[config.mk]
export PLATFORM = sky130hd
export DESIGN_NAME = bft_ctrl
export DESIGN_NICKNAME = d
export VERILOG_FILES = /design/src/hdl/bft_pkg.sv /design/src/hdl/bft_ctrl.sv
export SDC_FILE = /design/constraint.sdc
export NUM_CORES = 1
export LEC_CHECK = 0
export BUFFER_PORTS_ARGS = -buffer_cell sky130_fd_sc_hd__buf_4
export CAP_MARGIN = 20
export CORE_AREA = 2 2 39 41
export CTS_BUF_LIST = sky130_fd_sc_hd__clkbuf_2
export DETAILED_ROUTE_END_ITERATION = 6
export DIE_AREA = 0 0 41 43
export GPL_TIMING_DRIVEN = 0
export PLACE_DENSITY = 0.52
export SYNTH_ARGS = -nofsm -noshare
export SYNTH_HDL_FRONTEND = slang
export SYNTH_SLANG_ARGS = --single-unit
[constraint.sdc]
create_clock -name clk -period 1.1 [get_ports clk]
set_input_delay 0.165 -clock clk [delete_from_list [all_inputs] [get_ports clk]]
set_output_delay 0.165 -clock clk [all_outputs]
set_load 0.02 [all_outputs]
[src/hdl/bft_pkg.sv]
package bft_pkg;

    // Sizes of the filter
    localparam int MAX_INDEX_BITS = 16;
    localparam int MAX_PROBES     = 32;
    localparam int DIGEST_BITS    = 160;

    // Field and register widths
    localparam int INDEX_BITS_W  = 5;
    localparam int PROBE_COUNT_W = 6;
    localparam int CFG_DATA_W    = 6;
    localparam int CFG_INDEX_W   = 1;
    localparam int COUNT_W       = 32;
    localparam int PRODUCT_W     = INDEX_BITS_W + PROBE_COUNT_W;

    // Bit store: packed into words, one word per memory row
    localparam int WORD_BITS  = 32;
    localparam int WORD_SEL_W = $clog2(WORD_BITS);
    localparam int STORE_ROWS = (2 ** MAX_INDEX_BITS) / WORD_BITS;
    localparam int ROW_W      = $clog2(STORE_ROWS);

    // Operation codes
    localparam logic OP_ADD  = 1'b0;
    localparam logic OP_TEST = 1'b1;

    // Register indexes
    localparam logic [CFG_INDEX_W-1:0] REG_INDEX_BITS  = CFG_INDEX_W'(0);
    localparam logic [CFG_INDEX_W-1:0] REG_PROBE_COUNT = CFG_INDEX_W'(1);

    // Controller to datapath commands
    typedef struct packed {
        logic clear_wr;   // zero one store row
        logic load;       // capture input item
        logic rd_issue;   // read the row of the current probe
        logic eval;       // check or set the probed bit, step to next probe
        logic finish;     // move result into the output register
    } cmd_t;

    // Datapath to controller status
    typedef struct packed {
        logic clear_last;  // last row being cleared
        logic no_mat;      // k*b reaches digest width
        logic is_test;
        logic probes_zero; // no probes left
        logic last_probe;  // exactly one probe left
        logic miss;        // probed bit reads zero (valid during eval)
        logic out_free;    // output register can take a result
    } sts_t;

endpackage

[src/hdl/bft_ctrl.sv]
module bft_ctrl (
    input  logic          clk,
    input  logic          rst_n,
    input  logic          in_valid,
    output logic          in_stall,
    input  bft_pkg::sts_t sts,
    output bft_pkg::cmd_t cmd
);
    import bft_pkg::*;

    localparam logic [2:0] ST_CLEAR = 3'd0;
    localparam logic [2:0] ST_IDLE  = 3'd1;
    localparam logic [2:0] ST_CHECK = 3'd2;
    localparam logic [2:0] ST_READ  = 3'd3;
    localparam logic [2:0] ST_EVAL  = 3'd4;
    localparam logic [2:0] ST_DONE  = 3'd5;

    logic [2:0] state_reg;
    logic [2:0] state_next;

    always_ff @(posedge clk or negedge rst_n)
    begin
        if (!rst_n)
        begin
            state_reg <= ST_CLEAR;
        end
        else
        begin
            state_reg <= state_next;
        end
    end

    // Next state and commands
    always_comb
    begin
        state_next = state_reg;
        cmd        = '0;
        in_stall   = 1'b1;
        case (state_reg)
            ST_CLEAR:
            begin
                cmd.clear_wr = 1'b1;
                if (sts.clear_last)
                begin
                    state_next = ST_IDLE;
                end
            end
            ST_IDLE:
            begin
                in_stall = 1'b0;
                if (in_valid)
                begin
                    cmd.load   = 1'b1;
                    state_next = ST_CHECK;
                end
            end
            ST_CHECK:
            begin
                if (sts.no_mat || sts.probes_zero)
                begin
                    state_next = ST_DONE;
                end
                else
                begin
                    state_next = ST_READ;
                end
            end
            ST_READ:
            begin
                cmd.rd_issue = 1'b1;
                state_next   = ST_EVAL;
            end
            ST_EVAL:
            begin
                cmd.eval = 1'b1;
                // a test stops at the first clear bit
                if ((sts.is_test && sts.miss) || sts.last_probe)
                begin
                    state_next = ST_DONE;
                end
                else
                begin
                    state_next = ST_READ;
                end
            end
            ST_DONE:
            begin
                if (sts.out_free)
                begin
                    cmd.finish = 1'b1;
                    state_next = ST_IDLE;
                end
            end
            default:
            begin
                state_next = ST_CLEAR;
            end
        endcase
    end

    // Results never overwrite an untaken result
    assert property (@(posedge clk) disable iff (!rst_n) cmd.finish |-> sts.out_free)
        else $error("finish while output register busy");

    // An accepted item is always checked next
    assert property (@(posedge clk) disable iff (!rst_n) cmd.load |=> state_reg == ST_CHECK)
        else $error("load not followed by check");

    // Evaluation always follows a read of the same probe
    assert property (@(posedge clk) disable iff (!rst_n) cmd.eval |-> $past(cmd.rd_issue))
        else $error("eval without preceding read");

endmodule

# [Word-level counts from Yosys, hierarchy flattened]
# Cells that the tools add are included.
[op_classes] n_eq_ne=8 mux=14 reduce_logical=5
[op_table] op="3-bit case mux with 6 select lines" count=1
[op_table] op="3-bit 2-to-1 mux" count=5
[op_table] op="1-bit 2-to-1 mux" count=8
[op_table] op="3-bit by 2-bit equality test with 1-bit output, second input constant" count=2
[op_table] op="3-bit equality test, second input constant" count=2
[op_table] op="2-bit != test, second input constant" count=3
[op_table] op="3-bit by 1-bit equality test with 1-bit output, second input constant" count=1
[op_table] op="3-bit logical NOT" count=1
[op_table] op="3-bit AND reduction" count=1
[op_table] op="1-bit logical OR" count=2
[op_table] op="1-bit logical AND" count=1
[word_totals] register_bits=3 inputBits=10

# [Logic depth before layout (Yosys ltp)]
# Gate-level depths: netlist of run 1.
[depth] word_depth=4 depth_mapped=4 mapped_depth_nobuf=3

# [Worst setup path after synthesis of run 1]
# Ideal clock, no wire load.
[synth_timing] path_kind="register to output" startpoint="reg state_reg[2]" endpoint="out cmd[4] (netlist bit)" t_arrival_ns=0.950 t_required_ns=0.935 path_slack_ns=-0.015 path_stages_with_launch=2 n_path_buf=0 cell_sequence="dfrtp_1 nor3_1"
[synth_rtl] item="start, declared" line_no="bft_ctrl.sv:18" text="logic [2:0] state_reg;"
[synth_rtl] item="start signal, assigned" line_no="bft_ctrl.sv:29" text="state_reg <= state_next;"
[synth_rtl] item="end, declared" line_no="bft_ctrl.sv:7" text="output bft_pkg::cmd_t cmd"

==> impl_metrics.prom, run 1 <==
# TYPE chip_impl_metric gauge
chip_impl_info{name="status",value="complete, but fails checks"} 1
chip_impl_info{name="violations",value="negative setup slack"} 1
chip_impl_info{name="synthDominantAreaCellType",value="dfrtp_1"} 1
chip_impl_metric{name="postSynthRegisterBits",unit=""} 3
chip_impl_info{name="cts_tree",value="done"} 1
chip_impl_metric{name="synth_adder_area_share",unit="%"} 0
chip_impl_info{name="synth_common_cells",value="nor2_1 (5), dfrtp_1 (3)"} 1
chip_impl_metric{name="min_path_cells",unit=""} 3
chip_impl_metric{name="filler_cell_count_in_the_final_layout",unit=""} 147
chip_impl_metric{name="place.port_buffers",unit=""} 15
chip_impl_metric{name="timing.final.max_slew_violations",unit=""} 0
chip_impl_metric{name="grt_pass1_vias",unit=""} 244
chip_impl_metric{name="cts.htree.levels",unit=""} 1
chip_impl_metric{name="antenna-diode-count",unit=""} 0
chip_impl_metric{name="postPlaceCellArea",unit="um2"} 359
chip_impl_metric{name="via_count",unit=""} 281
chip_impl_metric{name="unique_masters_post_synth",unit=""} 16
chip_impl_info{name="cells_taking_the_most_area_after_synthesis",value="dfrtp_1 (34%), nor2_1 (8.5%), nand2b_4 (6.2%), a211oi_2 (5.6%), nand2b_1 (5.6%)"} 1
chip_impl_info{name="hp-start",value="sts[5]"} 1
chip_impl_metric{name="area_growth",unit="%"} 142
chip_impl_info{name="crit_path_end_kind",value="primary output"} 1
chip_impl_metric{name="ioPinCount",unit=""} 16
chip_impl_metric{name="tritoncts.num_buffers",unit=""} 3
chip_impl_metric{name="place.detailed.hpwl",unit="um"} 413
chip_impl_metric{name="largest_register_ffs",unit=""} 3
chip_impl_metric{name="final.min_clock_period",unit="ns"} 1.27
chip_impl_metric{name="final-setup-viol-count",unit=""} 7
chip_impl_metric{name="power.leakage",unit="nW"} 0.246
chip_impl_metric{name="cts_max_path_buffers",unit=""} 2
chip_impl_metric{name="number_of_drc_markers_in_iteration_0",unit=""} 1
chip_impl_info{name="endpoint_of_the_worst_slack_reg_to_reg_timing_path",value="state_reg[2]"} 1
chip_impl_metric{name="drt-wirelength-per-cell",unit="um"} 9.35
chip_impl_metric{name="maxSlewHeadroom",unit="%"} 86.0
chip_impl_metric{name="coreArea",unit="um2"} 1380
chip_impl_metric{name="route.antenna.remaining_nets",unit=""} 0
chip_impl_metric{name="path_max_fanout",unit=""} 5
chip_impl_metric{name="layout_worst_path_cycle_share",unit="%"} 115
chip_impl_info{name="rsz0062_at_grt",value="true"} 1
chip_impl_metric{name="worst_path_setup_slack_after_routing",unit="ns"} -0.170
chip_impl_metric{name="route.detailed.vias_per_inst",unit=""} 4.07
chip_impl_info{name="timing.hold.worst_endpoint",value="state_reg[2]"} 1
chip_impl_metric{name="synth_enable_flop_cells",unit=""} 0
chip_impl_metric{name="postSynthNetCount",unit=""} 36
chip_impl_metric{name="die-area",unit="um2"} 1760
chip_impl_metric{name="clk-insertion-delay-late",unit="ns"} 0.21
chip_impl_metric{name="final_weighted_congestion_in_routability_driven_placement",unit=""} 0.699
chip_impl_metric{name="synth-compound-area-share",unit="%"} 15.8
chip_impl_metric{name="finClkSkew",unit="ns"} 0.000775
chip_impl_metric{name="grt_antenna_before_repair",unit=""} 0
chip_impl_metric{name="synth.area.mux_share",unit="%"} 0
chip_impl_metric{name="initial_core_util",unit="%"} 16.0
chip_impl_info{name="regToRegStartpoint",value="state_reg[2]"} 1
chip_impl_metric{name="post-route-drc-count",unit=""} 0
chip_impl_info{name="hold_path_class",value="in2reg"} 1
chip_impl_metric{name="route.final.wire_length",unit="um"} 645
chip_impl_metric{name="worst_ir_drop_vdd",unit="uV"} 1070
chip_impl_metric{name="max_stage_delay",unit="ns"} 0.45
chip_impl_metric{name="overflow",unit=""} 0
chip_impl_metric{name="grt_first_pass_wirelength",unit="um"} 910
chip_impl_metric{name="drtPass1Iterations",unit=""} 2
chip_impl_info{name="most_numerous_cell_in_the_yosys_netlist",value="nor2_1"} 1
chip_impl_metric{name="grt_max_degree",unit=""} 11
chip_impl_metric{name="area.sequential",unit="um2"} 77.6
chip_impl_metric{name="syn_inst",unit=""} 26
chip_impl_metric{name="tightest_slew",unit="ns"} 0.210
chip_impl_metric{name="critical_path.n_buffers_inverters",unit=""} 1
chip_impl_metric{name="hold_slack",unit="ns"} 0.214
chip_impl_metric{name="synth_simple_gate_area_share",unit="%"} 41.8
chip_impl_info{name="critPathLaunchType",value="register"} 1
chip_impl_metric{name="cap_viol_max_count",unit=""} 0
chip_impl_metric{name="worstPathArrival",unit="ns"} 1.11
chip_impl_info{name="criticalPathCategory",value="reg2out"} 1
chip_impl_metric{name="finish.net_count",unit=""} 64
chip_impl_metric{name="cp.required",unit="ns"} 0.94
chip_impl_metric{name="syn_area_per_cell",unit="um2"} 8.52
chip_impl_metric{name="fin_hold_viols",unit=""} 0
chip_impl_metric{name="synth-seq-area-share",unit="%"} 33.9
chip_impl_metric{name="p_per_area",unit="nW/um2"} 2730
chip_impl_metric{name="post-route-cell-area",unit="um2"} 536
chip_impl_metric{name="maxClockFrequency",unit="GHz"} 0.787
chip_impl_info{name="main_combinational_cell_family_by_area_after_synthesis",value="simple AND/OR/NAND/NOR gates"} 1
chip_impl_metric{name="tritoncts_num_sinks",unit=""} 3
chip_impl_info{name="synth-main-ff-cell",value="dfrtp_1"} 1
chip_impl_info{name="critPathTopFamily",value="flip-flops"} 1
chip_impl_metric{name="mappedNetlistArea",unit="um2"} 221
chip_impl_metric{name="cts.clk_slew.worst_paths",unit="ns"} 0.04
chip_impl_info{name="critical-path-slowest-cell",value="dfrtp_2"} 1
chip_impl_metric{name="placement_rows",unit=""} 14
chip_impl_metric{name="yosys_warnings",unit=""} 0
chip_impl_metric{name="drive_gt1_share",unit="%"} 81.1
chip_impl_metric{name="chipHeight",unit="um"} 43
chip_impl_metric{name="fraction_of_synthesized_cell_area_in_xor_and_xnor_cells",unit="%"} 0
chip_impl_metric{name="multi_input_area",unit="um2"} 201
chip_impl_metric{name="asyncSetResetFlopFracSynth",unit="%"} 100
chip_impl_metric{name="die_w",unit="um"} 41
chip_impl_metric{name="synth_largest_type_area_fraction",unit="%"} 33.9
chip_impl_metric{name="ff2ff_setup_slack",unit="ns"} -0.07
chip_impl_metric{name="rr_worst_depth",unit=""} 4
chip_impl_info{name="cts.root.buffer_cell",value="clkbuf_2"} 1
chip_impl_info{name="path_cells",value="nor2_4, and3_4, buf_6"} 1
chip_impl_metric{name="grtUsageTotal",unit="%"} 8.55
[repair_timing]
| item | 4_1_cts | 5_1_grt |
|---|---|---|
| buffers inserted | 1 | 6 |
| endpoints found under the setup margin | 8 | 8 |
| hold buffers | 1 | 0 |
| resized for setup | 7 | 17 |
| pin swaps | 5 | 1 |
| hold endpoints to repair | 3 | 0 |
[worst register-to-register path, delay by kind of cell (launching register included)]
kind            cells  cell delay, ns
simple gates        2            0.46
flops               1            0.44
buf+inv             1            0.15
compound gates      1            0.06
[report_power, final]
part	internal [mW]	switching [mW]	leakage (nW)
registers	0.169	0.0775	0.0350
logic	0.583	0.474	0.194
clock network	0.0959	0.0614	0.0166
[worst max path at each step]
stage	slack, ns	to	startpoint	cells past startpoint
detailed placement	-0.01	state_reg[2]	state_reg[1]	3
finish	-0.17	cmd[3]	state_reg[1]	3
global placement	-0.02	state_reg[2]	state_reg[1]	3
global route	-0.21	cmd[3]	state_reg[1]	3
CTS	-0.19	cmd[3]	state_reg[1]	3
floorplan	0.01	cmd[2]	state_reg[2]	2
[stage by stage]
stage	std cells	util [%]	power, mW	setup TNS [ns]	worst slack, ns
2_1_floorplan	26	-	0.637	0	0.0102
3_3_place_gp	57	25.9	0.849	-0.0171	-0.0171
3_5_place_dp	57	25.9	0.853	-0.0152	-0.0110
4_1_cts	63	30.5	1.13	-0.848	-0.190
5_1_grt	69	38.7	1.55	-1.21	-0.213
6_report	69	38.7	1.46	-0.935	-0.170
[placed cells by master (no fill, tap or decap)]
cell type and count:
nor2_4 4, o32ai_1 1, dlygate4sd3_1 1, o21ai_2 1
nand3b_1 1, dfrtp_1 1, nand2b_4 2, or3b_4 1
inv_1 2, or2b_1 1, buf_4 16, a211oi_4 1
clkbuf_2 4, nor3_2 1, a21oi_1 1, nand2_2 2
nor2_1 1, buf_6 7, nand2b_1 1, nor3_4 1
and3_4 1, dfrtp_2 2
[routing by layer]
metal / global-route usage [%] / part of all wire, %
met4: 12.0 / 2.9
met1: 9.06 / 36
met5: 0 / 0
met3: 3.66 / 9.6
met2: 10.0 / 51
[logic make-up after synthesis]
group / after synthesis
flops: 3
simple gates: 16
buf+inv: 3
compound gates: 4
[layout make-up]
| class | instances | area share, % |
|---|---|---|
| tap | 16 | 3.74 |
| buffer | 1 | 2.10 |
| clock buffer | 4 | 3.74 |
| inverter | 2 | 1.40 |
| sequential | 3 | 14.5 |
| timing repair buffer | 23 | 36.9 |
| multi-input combinational | 20 | 37.6 |
No activity file was read; power rests on OpenSTA's default activity.
==> run 2: changes to the inputs <==
Settings changed: REMOVE_ABC_BUFFERS set to 1.
==> run 2 against run 1 <==
The run still ends with negative setup slack left. Via count fell by 6.4%. Sequential share of layout area is 2.9 points higher. First-iteration DRC count shrank 100%. Utilization fell by 6.0 points. Clock power hardly changed. Routed wire length shrank 0.93%. Worst hold slack got worse by 0.0034 ns. Sequential cell count unchanged. Total power is 19% lower. Critical path depth is the same. Sequential power rose by 6%. Largest cell class unchanged.
==> impl_metrics.prom, run 2 (synthesis gave the netlist of run 1 again) <==
# TYPE chip_impl_metric gauge
chip_impl_metric{name="route.antenna.remaining_nets",unit=""} 0
chip_impl_metric{name="worst_path_setup_slack_after_routing",unit="ns"} -0.132
chip_impl_info{name="highest_layer",value="met3"} 1
chip_impl_metric{name="final_weighted_congestion_in_routability_driven_placement",unit=""} 0.695
chip_impl_metric{name="clk-insertion-delay-late",unit="ns"} 0.21
chip_impl_metric{name="final-setup-viol-count",unit=""} 8
chip_impl_metric{name="pwr-share-clk",unit="%"} 13.2
chip_impl_metric{name="critical_path.n_buffers_inverters",unit=""} 1
chip_impl_metric{name="worst_ir_drop_vdd",unit="uV"} 661
chip_impl_info{name="hold_path_class",value="in2reg"} 1
chip_impl_metric{name="grt_pass1_vias",unit=""} 264
chip_impl_info{name="path_cells",value="nor2_2, and3_4, buf_6"} 1
chip_impl_metric{name="overflow",unit=""} 0
chip_impl_metric{name="via_count",unit=""} 263
chip_impl_metric{name="area_growth",unit="%"} 105
chip_impl_metric{name="routedLengthMet1",unit="um"} 273
chip_impl_metric{name="largest_register_ffs",unit=""} 3
chip_impl_metric{name="power_frac_comb",unit="%"} 64.6
chip_impl_info{name="criticalPathCategory",value="reg2out"} 1
chip_impl_info{name="crit_path_end_kind",value="primary output"} 1
chip_impl_metric{name="tritoncts_num_sinks",unit=""} 3
chip_impl_info{name="critPathTopFamily",value="flip-flops"} 1
chip_impl_info{name="rsz0062_at_grt",value="true"} 1
chip_impl_metric{name="layout_worst_path_cycle_share",unit="%"} 112
chip_impl_metric{name="final.min_clock_period",unit="ns"} 1.23
chip_impl_metric{name="grt_max_degree",unit=""} 7
chip_impl_info{name="final_common_cell",value="buf_4"} 1
chip_impl_metric{name="placement_rows",unit=""} 14
chip_impl_metric{name="hold_slack",unit="ns"} 0.210
chip_impl_metric{name="path_max_fanout",unit=""} 6
chip_impl_metric{name="maxClockFrequency",unit="GHz"} 0.812
chip_impl_metric{name="fin_tns_setup",unit="ns"} -0.688
chip_impl_metric{name="cp.required",unit="ns"} 0.94
chip_impl_metric{name="ioPinCount",unit=""} 16
chip_impl_metric{name="place.detailed.hpwl",unit="um"} 425
chip_impl_metric{name="timing.final.max_slew_violations",unit=""} 0
chip_impl_metric{name="pre_cts_ws",unit="ns"} -0.0425
chip_impl_metric{name="fin_hold_viols",unit=""} 0
chip_impl_metric{name="initial_core_util",unit="%"} 16.0
chip_impl_metric{name="place.port_buffers",unit=""} 15
chip_impl_info{name="final_cell_mix",value="buf_4 (17), clkbuf_2 (4), nor2_1 (3), buf_6 (3), dfrtp_2 (3)"} 1
chip_impl_metric{name="die_w",unit="um"} 41
chip_impl_metric{name="max_stage_delay",unit="ns"} 0.43
chip_impl_info{name="violations",value="negative setup slack"} 1
chip_impl_metric{name="power.leakage",unit="nW"} 0.218
chip_impl_metric{name="coreArea",unit="um2"} 1380
chip_impl_metric{name="route.final.wire_length",unit="um"} 639
chip_impl_metric{name="grt_first_pass_wirelength",unit="um"} 1010
chip_impl_metric{name="drive_gt1_share",unit="%"} 70.0
chip_impl_metric{name="grt_antenna_before_repair",unit=""} 0
chip_impl_metric{name="grtUsageTotal",unit="%"} 9.26
chip_impl_metric{name="die-area",unit="um2"} 1760
chip_impl_metric{name="dr_wl_met3",unit="um"} 56
chip_impl_metric{name="cts_max_path_buffers",unit=""} 2
chip_impl_metric{name="maxSlewHeadroom",unit="%"} 85.6
chip_impl_metric{name="netSwitchingPower",unit="mW"} 0.501
chip_impl_metric{name="cts.htree.levels",unit=""} 1
chip_impl_metric{name="filler_cell_count_in_the_final_layout",unit=""} 148
chip_impl_metric{name="p_per_area",unit="nW/um2"} 2620
chip_impl_metric{name="worstPathArrival",unit="ns"} 1.07
chip_impl_metric{name="number_of_drc_markers_in_iteration_0",unit=""} 0
chip_impl_metric{name="layout.core_utilization",unit="%"} 32.7
chip_impl_metric{name="detailroute.wirelength.met2",unit="um"} 310
chip_impl_metric{name="swShare",unit="%"} 42.2
chip_impl_metric{name="seqPwrFrac",unit="%"} 22.2
chip_impl_metric{name="cap_viol_max_count",unit=""} 0
chip_impl_metric{name="antenna-diode-count",unit=""} 0
chip_impl_metric{name="chipHeight",unit="um"} 43
chip_impl_info{name="critical-path-slowest-cell",value="dfrtp_2"} 1
chip_impl_metric{name="internal_power",unit="mW"} 0.687
chip_impl_info{name="cts.root.buffer_cell",value="clkbuf_2"} 1
chip_impl_metric{name="post-route-drc-count",unit=""} 0
chip_impl_metric{name="tightest_slew",unit="ns"} 0.215
chip_impl_metric{name="tritoncts.num_buffers",unit=""} 3
chip_impl_metric{name="drtPass1Iterations",unit=""} 1
chip_impl_metric{name="route.detailed.vias_per_inst",unit=""} 3.98
chip_impl_metric{name="finish.net_count",unit=""} 61
chip_impl_metric{name="finClkSkew",unit="ns"} 0.00663
chip_impl_info{name="critPathLaunchType",value="register"} 1
chip_impl_metric{name="drt-wirelength-per-cell",unit="um"} 9.68
chip_impl_metric{name="cts.clk_slew.worst_paths",unit="ns"} 0.04
chip_impl_info{name="status",value="complete, but fails checks"} 1
chip_impl_info{name="cts_tree",value="done"} 1
chip_impl_metric{name="power",unit="mW"} 1.19
## run 2: cell types whose count changed in the layout (fill, tap and decap cells not counted), sizes merged
cell,change
buf,-3
## run 2: stage by stage
step / instance area [um2] / instances
after floorplan: 210 / 25
after global placement: 343 / 56
after detailed placement: 343 / 56
after CTS: 429 / 65
after global routing: 453 / 66
final: 453 / 66
## run 2: power by group through the flow
stage / logic (mW) / clock network (mW) / registers (mW)
3_5_place_dp: 0.518 / 0 / 0.273
6_report: 0.768 / 0.157 / 0.263
5_1_grt: 0.827 / 0.175 / 0.277
3_3_place_gp: 0.517 / 0 / 0.274
2_1_floorplan: 0.335 / 0 / 0.245
4_1_cts: 0.721 / 0.167 / 0.267
## run 2: timing repair
item,CTS,global route
endpoints found under the setup margin,8,8
endpoints found under the hold margin,3,0
hold buffers,1,0
resized for setup,10,4
setup buffers,4,1
pin swaps,4,0
## run 2: final timing paths
path / from / to / slack (ns) / cells past startpoint
max: state_reg[1] / cmd[3] / -0.13 / 3
min: sts[5] / state_reg[2] / 0.21 / 3
min reg2reg: state_reg[1] / state_reg[0] / 0.52 / 1
min in group asynchronous: rst_n / state_reg[0] / 0.28 / 2
max reg2reg: state_reg[0] / state_reg[1] / -0.08 / 4
max in group asynchronous: rst_n / state_reg[1] / 0.71 / 2
## run 2: worst reg2reg max path, stage by stage (launching register included)
cell,delay (ns)
dfrtp_2,0.44
buf_4,0.18
a211oi_2,0.17
or2b_1,0.25
nand3b_1,0.08
## run 2: per-layer routing
layer | vias up | GRT usage (%)
met3 | 0 | 3.14
met1 | 115 | 10.0
met5 | - | 0
li1 | 136 | -
met2 | 12 | 12.5
met4 | 0 | 10.0
## run 2: layout make-up
type | instances | area (um2) | area share (%)
clock buffer | 4 | 20.0 | 4.42
inverter | 2 | 7.51 | 1.66
multi-input combinational | 20 | 155 | 34.3
sequential | 3 | 78.8 | 17.4
tap | 16 | 20.0 | 4.42
timing repair buffer | 21 | 171 | 37.8
==> run 3: changes to the inputs <==
Settings changed: TNS_END_PERCENT set to 20.
==> run 3 against run 2 <==
The run still ends with negative setup slack left. Fmax down 0.47%. Non-clock buffer count down 3. Clock power about the same. Sequential power up 9.1%. Routed wire length down 11%. Total power down 9.0%. Count of clock-buffer cells in the layout unchanged. Cell count down 4.5%. Worst hold slack better by 0.010 ns. Setup slack worse by 0.0058 ns. Largest cell class is now multi-input gates.
==> impl_metrics.prom, run 3 (synthesis gave the netlist of run 1 again) <==
# TYPE chip_impl_metric gauge
chip_impl_info{name="status",value="complete, but fails checks"} 1
chip_impl_info{name="violations",value="negative setup slack"} 1
chip_impl_metric{name="cts_max_path_buffers",unit=""} 2
chip_impl_metric{name="antenna-diode-count",unit=""} 0
chip_impl_metric{name="finClkSkew",unit="ns"} 0.00265
chip_impl_info{name="crit_path_end_kind",value="primary output"} 1
chip_impl_metric{name="worst_ir_drop_vdd",unit="uV"} 668
chip_impl_metric{name="use_met2",unit="%"} 10.6
chip_impl_metric{name="grtUsageTotal",unit="%"} 8.24
chip_impl_metric{name="grt_pass1_vias",unit=""} 248
chip_impl_info{name="final_cell_mix",value="buf_4 (15), clkbuf_2 (4), nor2_1 (3), dfrtp_2 (3)"} 1
chip_impl_metric{name="grt_antenna_before_repair",unit=""} 0
chip_impl_info{name="critical-path-slowest-cell",value="dfrtp_2"} 1
chip_impl_info{name="hold_path_class",value="in2reg"} 1
chip_impl_info{name="cts_tree",value="done"} 1
chip_impl_metric{name="finish.net_count",unit=""} 58
chip_impl_metric{name="area_growth",unit="%"} 88.1
chip_impl_metric{name="grt_first_pass_wirelength",unit="um"} 890
chip_impl_metric{name="seqPwrFrac",unit="%"} 26.6
chip_impl_metric{name="drt-wirelength-per-cell",unit="um"} 9.05
chip_impl_metric{name="tritoncts.num_buffers",unit=""} 3
chip_impl_metric{name="via_count",unit=""} 254
chip_impl_metric{name="critical_path.n_buffers_inverters",unit=""} 1
chip_impl_metric{name="cts.clk_slew.worst_paths",unit="ns"} 0.04
chip_impl_metric{name="drive_gt1_share",unit="%"} 66.0
chip_impl_metric{name="worst_path_setup_slack_after_routing",unit="ns"} -0.138
chip_impl_metric{name="power_frac_comb",unit="%"} 59.2
chip_impl_metric{name="place.detailed.hpwl",unit="um"} 425
chip_impl_metric{name="p_per_area",unit="nW/um2"} 2600
chip_impl_metric{name="placement_rows",unit=""} 14
chip_impl_metric{name="drtPass1Iterations",unit=""} 4
chip_impl_metric{name="max_stage_delay",unit="ns"} 0.45
chip_impl_metric{name="layout.core_utilization",unit="%"} 30.1
chip_impl_info{name="criticalPathCategory",value="reg2out"} 1
chip_impl_metric{name="tritoncts_num_sinks",unit=""} 3
chip_impl_metric{name="postPlaceCellArea",unit="um2"} 343
chip_impl_metric{name="fin_hold_viols",unit=""} 0
chip_impl_info{name="critPathTopFamily",value="flip-flops"} 1
chip_impl_metric{name="path_max_fanout",unit=""} 6
chip_impl_metric{name="route.final.wire_length",unit="um"} 570
chip_impl_metric{name="swShare",unit="%"} 42.4
chip_impl_metric{name="netSwitchingPower",unit="mW"} 0.459
chip_impl_metric{name="layout_worst_path_cycle_share",unit="%"} 113
chip_impl_info{name="grt-busiest-layer",value="met2"} 1
chip_impl_metric{name="cp.required",unit="ns"} 0.94
chip_impl_metric{name="pwr-share-clk",unit="%"} 14.2
chip_impl_metric{name="fin_tns_setup",unit="ns"} -0.563
chip_impl_info{name="critPathLaunchType",value="register"} 1
chip_impl_metric{name="final-setup-viol-count",unit=""} 8
chip_impl_metric{name="ioPinCount",unit=""} 16
chip_impl_info{name="rsz0062_at_grt",value="true"} 1
chip_impl_metric{name="route.antenna.remaining_nets",unit=""} 0
chip_impl_metric{name="initial_core_util",unit="%"} 16.0
chip_impl_metric{name="grt_max_degree",unit=""} 11
chip_impl_info{name="path_cells",value="nor2_2, and3_4, buf_6"} 1
chip_impl_metric{name="grt.met1_usage",unit="%"} 8.71
chip_impl_metric{name="die_w",unit="um"} 41
chip_impl_metric{name="place.port_buffers",unit=""} 15
chip_impl_metric{name="largest_register_ffs",unit=""} 3
chip_impl_metric{name="non_filler_cells_final",unit=""} 63
chip_impl_metric{name="die-area",unit="um2"} 1760
chip_impl_metric{name="maxSlewHeadroom",unit="%"} 79.4
chip_impl_metric{name="use_met3",unit="%"} 3.14
chip_impl_metric{name="clk-insertion-delay-late",unit="ns"} 0.21
chip_impl_metric{name="internal_power",unit="mW"} 0.623
chip_impl_metric{name="overflow",unit=""} 0
chip_impl_metric{name="post-route-cell-area",unit="um2"} 417
chip_impl_metric{name="worstPathArrival",unit="ns"} 1.07
chip_impl_info{name="cts.root.buffer_cell",value="clkbuf_2"} 1
chip_impl_metric{name="tightest_slew",unit="ns"} 0.307
chip_impl_metric{name="final_weighted_congestion_in_routability_driven_placement",unit=""} 0.695
chip_impl_metric{name="timing.final.max_slew_violations",unit=""} 0
chip_impl_metric{name="placed_cells",unit=""} 56
chip_impl_metric{name="maxClockFrequency",unit="GHz"} 0.808
chip_impl_metric{name="final.min_clock_period",unit="ns"} 1.24
chip_impl_info{name="final_common_cell",value="buf_4"} 1
chip_impl_metric{name="filler_cell_count_in_the_final_layout",unit=""} 147
chip_impl_metric{name="coreArea",unit="um2"} 1380
chip_impl_metric{name="cap_viol_max_count",unit=""} 0
chip_impl_metric{name="power.leakage",unit="nW"} 0.202
chip_impl_metric{name="cts.htree.levels",unit=""} 1
chip_impl_metric{name="route.detailed.vias_per_inst",unit=""} 4.03
chip_impl_metric{name="chipHeight",unit="um"} 43
chip_impl_metric{name="post-route-drc-count",unit=""} 0
chip_impl_metric{name="number_of_drc_markers_in_iteration_0",unit=""} 3
run 3: cell types whose count changed in the layout (fill, tap and decap cells not counted):
cell / change
buf_4: -2
nor3_2: -1
nor2_2: +1
nor2_4: -1
nor3_1: +1
buf_6: -1
run 3: worst register-to-register path, stage by stage (launching register included):
cell and delay (ns):
dfrtp_2 0.43, nand2b_4 0.17, or3b_1 0.37, o21ai_2 0.06
run 3: metrics by stage:
stage / hold WS, ns / setup slack (ns) / total power, mW
CTS: 0.206 / -0.155 / 1.09
global placement: -0.0441 / -0.0290 / 0.792
floorplan: -0.131 / -0.0151 / 0.579
finish: 0.220 / -0.138 / 1.08
global route: 0.233 / -0.196 / 1.17
detailed placement: -0.0445 / -0.0425 / 0.792
run 3: what timing repair did:
item | in CTS | in global routing
endpoints found under the setup margin | 8 | 8
resized for setup | 8 | 1
hold endpoints to repair | 3 | 0
setup buffers | 2 | 0
pin swaps | 3 | 0
hold buffers | 1 | 0
run 3: cell type report:
type	count	area (um2)	area share (%)
timing repair buffer	18	145	34.8
multi-input combinational	20	145	34.8
sequential	3	78.8	18.9
clock buffer	4	20.0	4.80
tap	16	20.0	4.80
inverter	2	7.51	1.80
run 3: layer usage:
layer  up-vias  routed length, um
li1        129                  -
met1       107                247
met2        16                247
met3         2                 60
met4         0                 14
met5         -                  0
run 3: path summary, 6_finish.rpt:
| kind | startpoint | endpoint | slack, ns | cells after the start |
|---|---|---|---|---|
| worst max-delay path | state_reg[2] | cmd[3] | -0.14 | 3 |
| min in group asynchronous | rst_n | state_reg[0] | 0.28 | 2 |
| max in group asynchronous | rst_n | state_reg[1] | 0.71 | 2 |
| worst min-delay path | sts[5] | state_reg[2] | 0.22 | 3 |
| worst max register to register | state_reg[1] | state_reg[2] | 0 | 3 |
| worst min register to register | state_reg[1] | state_reg[0] | 0.52 | 1 |
run 3: power by group through the flow:
stage,Clock [mW],Combinational [mW],Sequential [mW]
2_1_floorplan,0,0.335,0.245
3_3_place_gp,0,0.517,0.274
3_5_place_dp,0,0.518,0.273
4_1_cts,0.167,0.640,0.288
5_1_grt,0.172,0.691,0.302
6_report,0.154,0.641,0.287
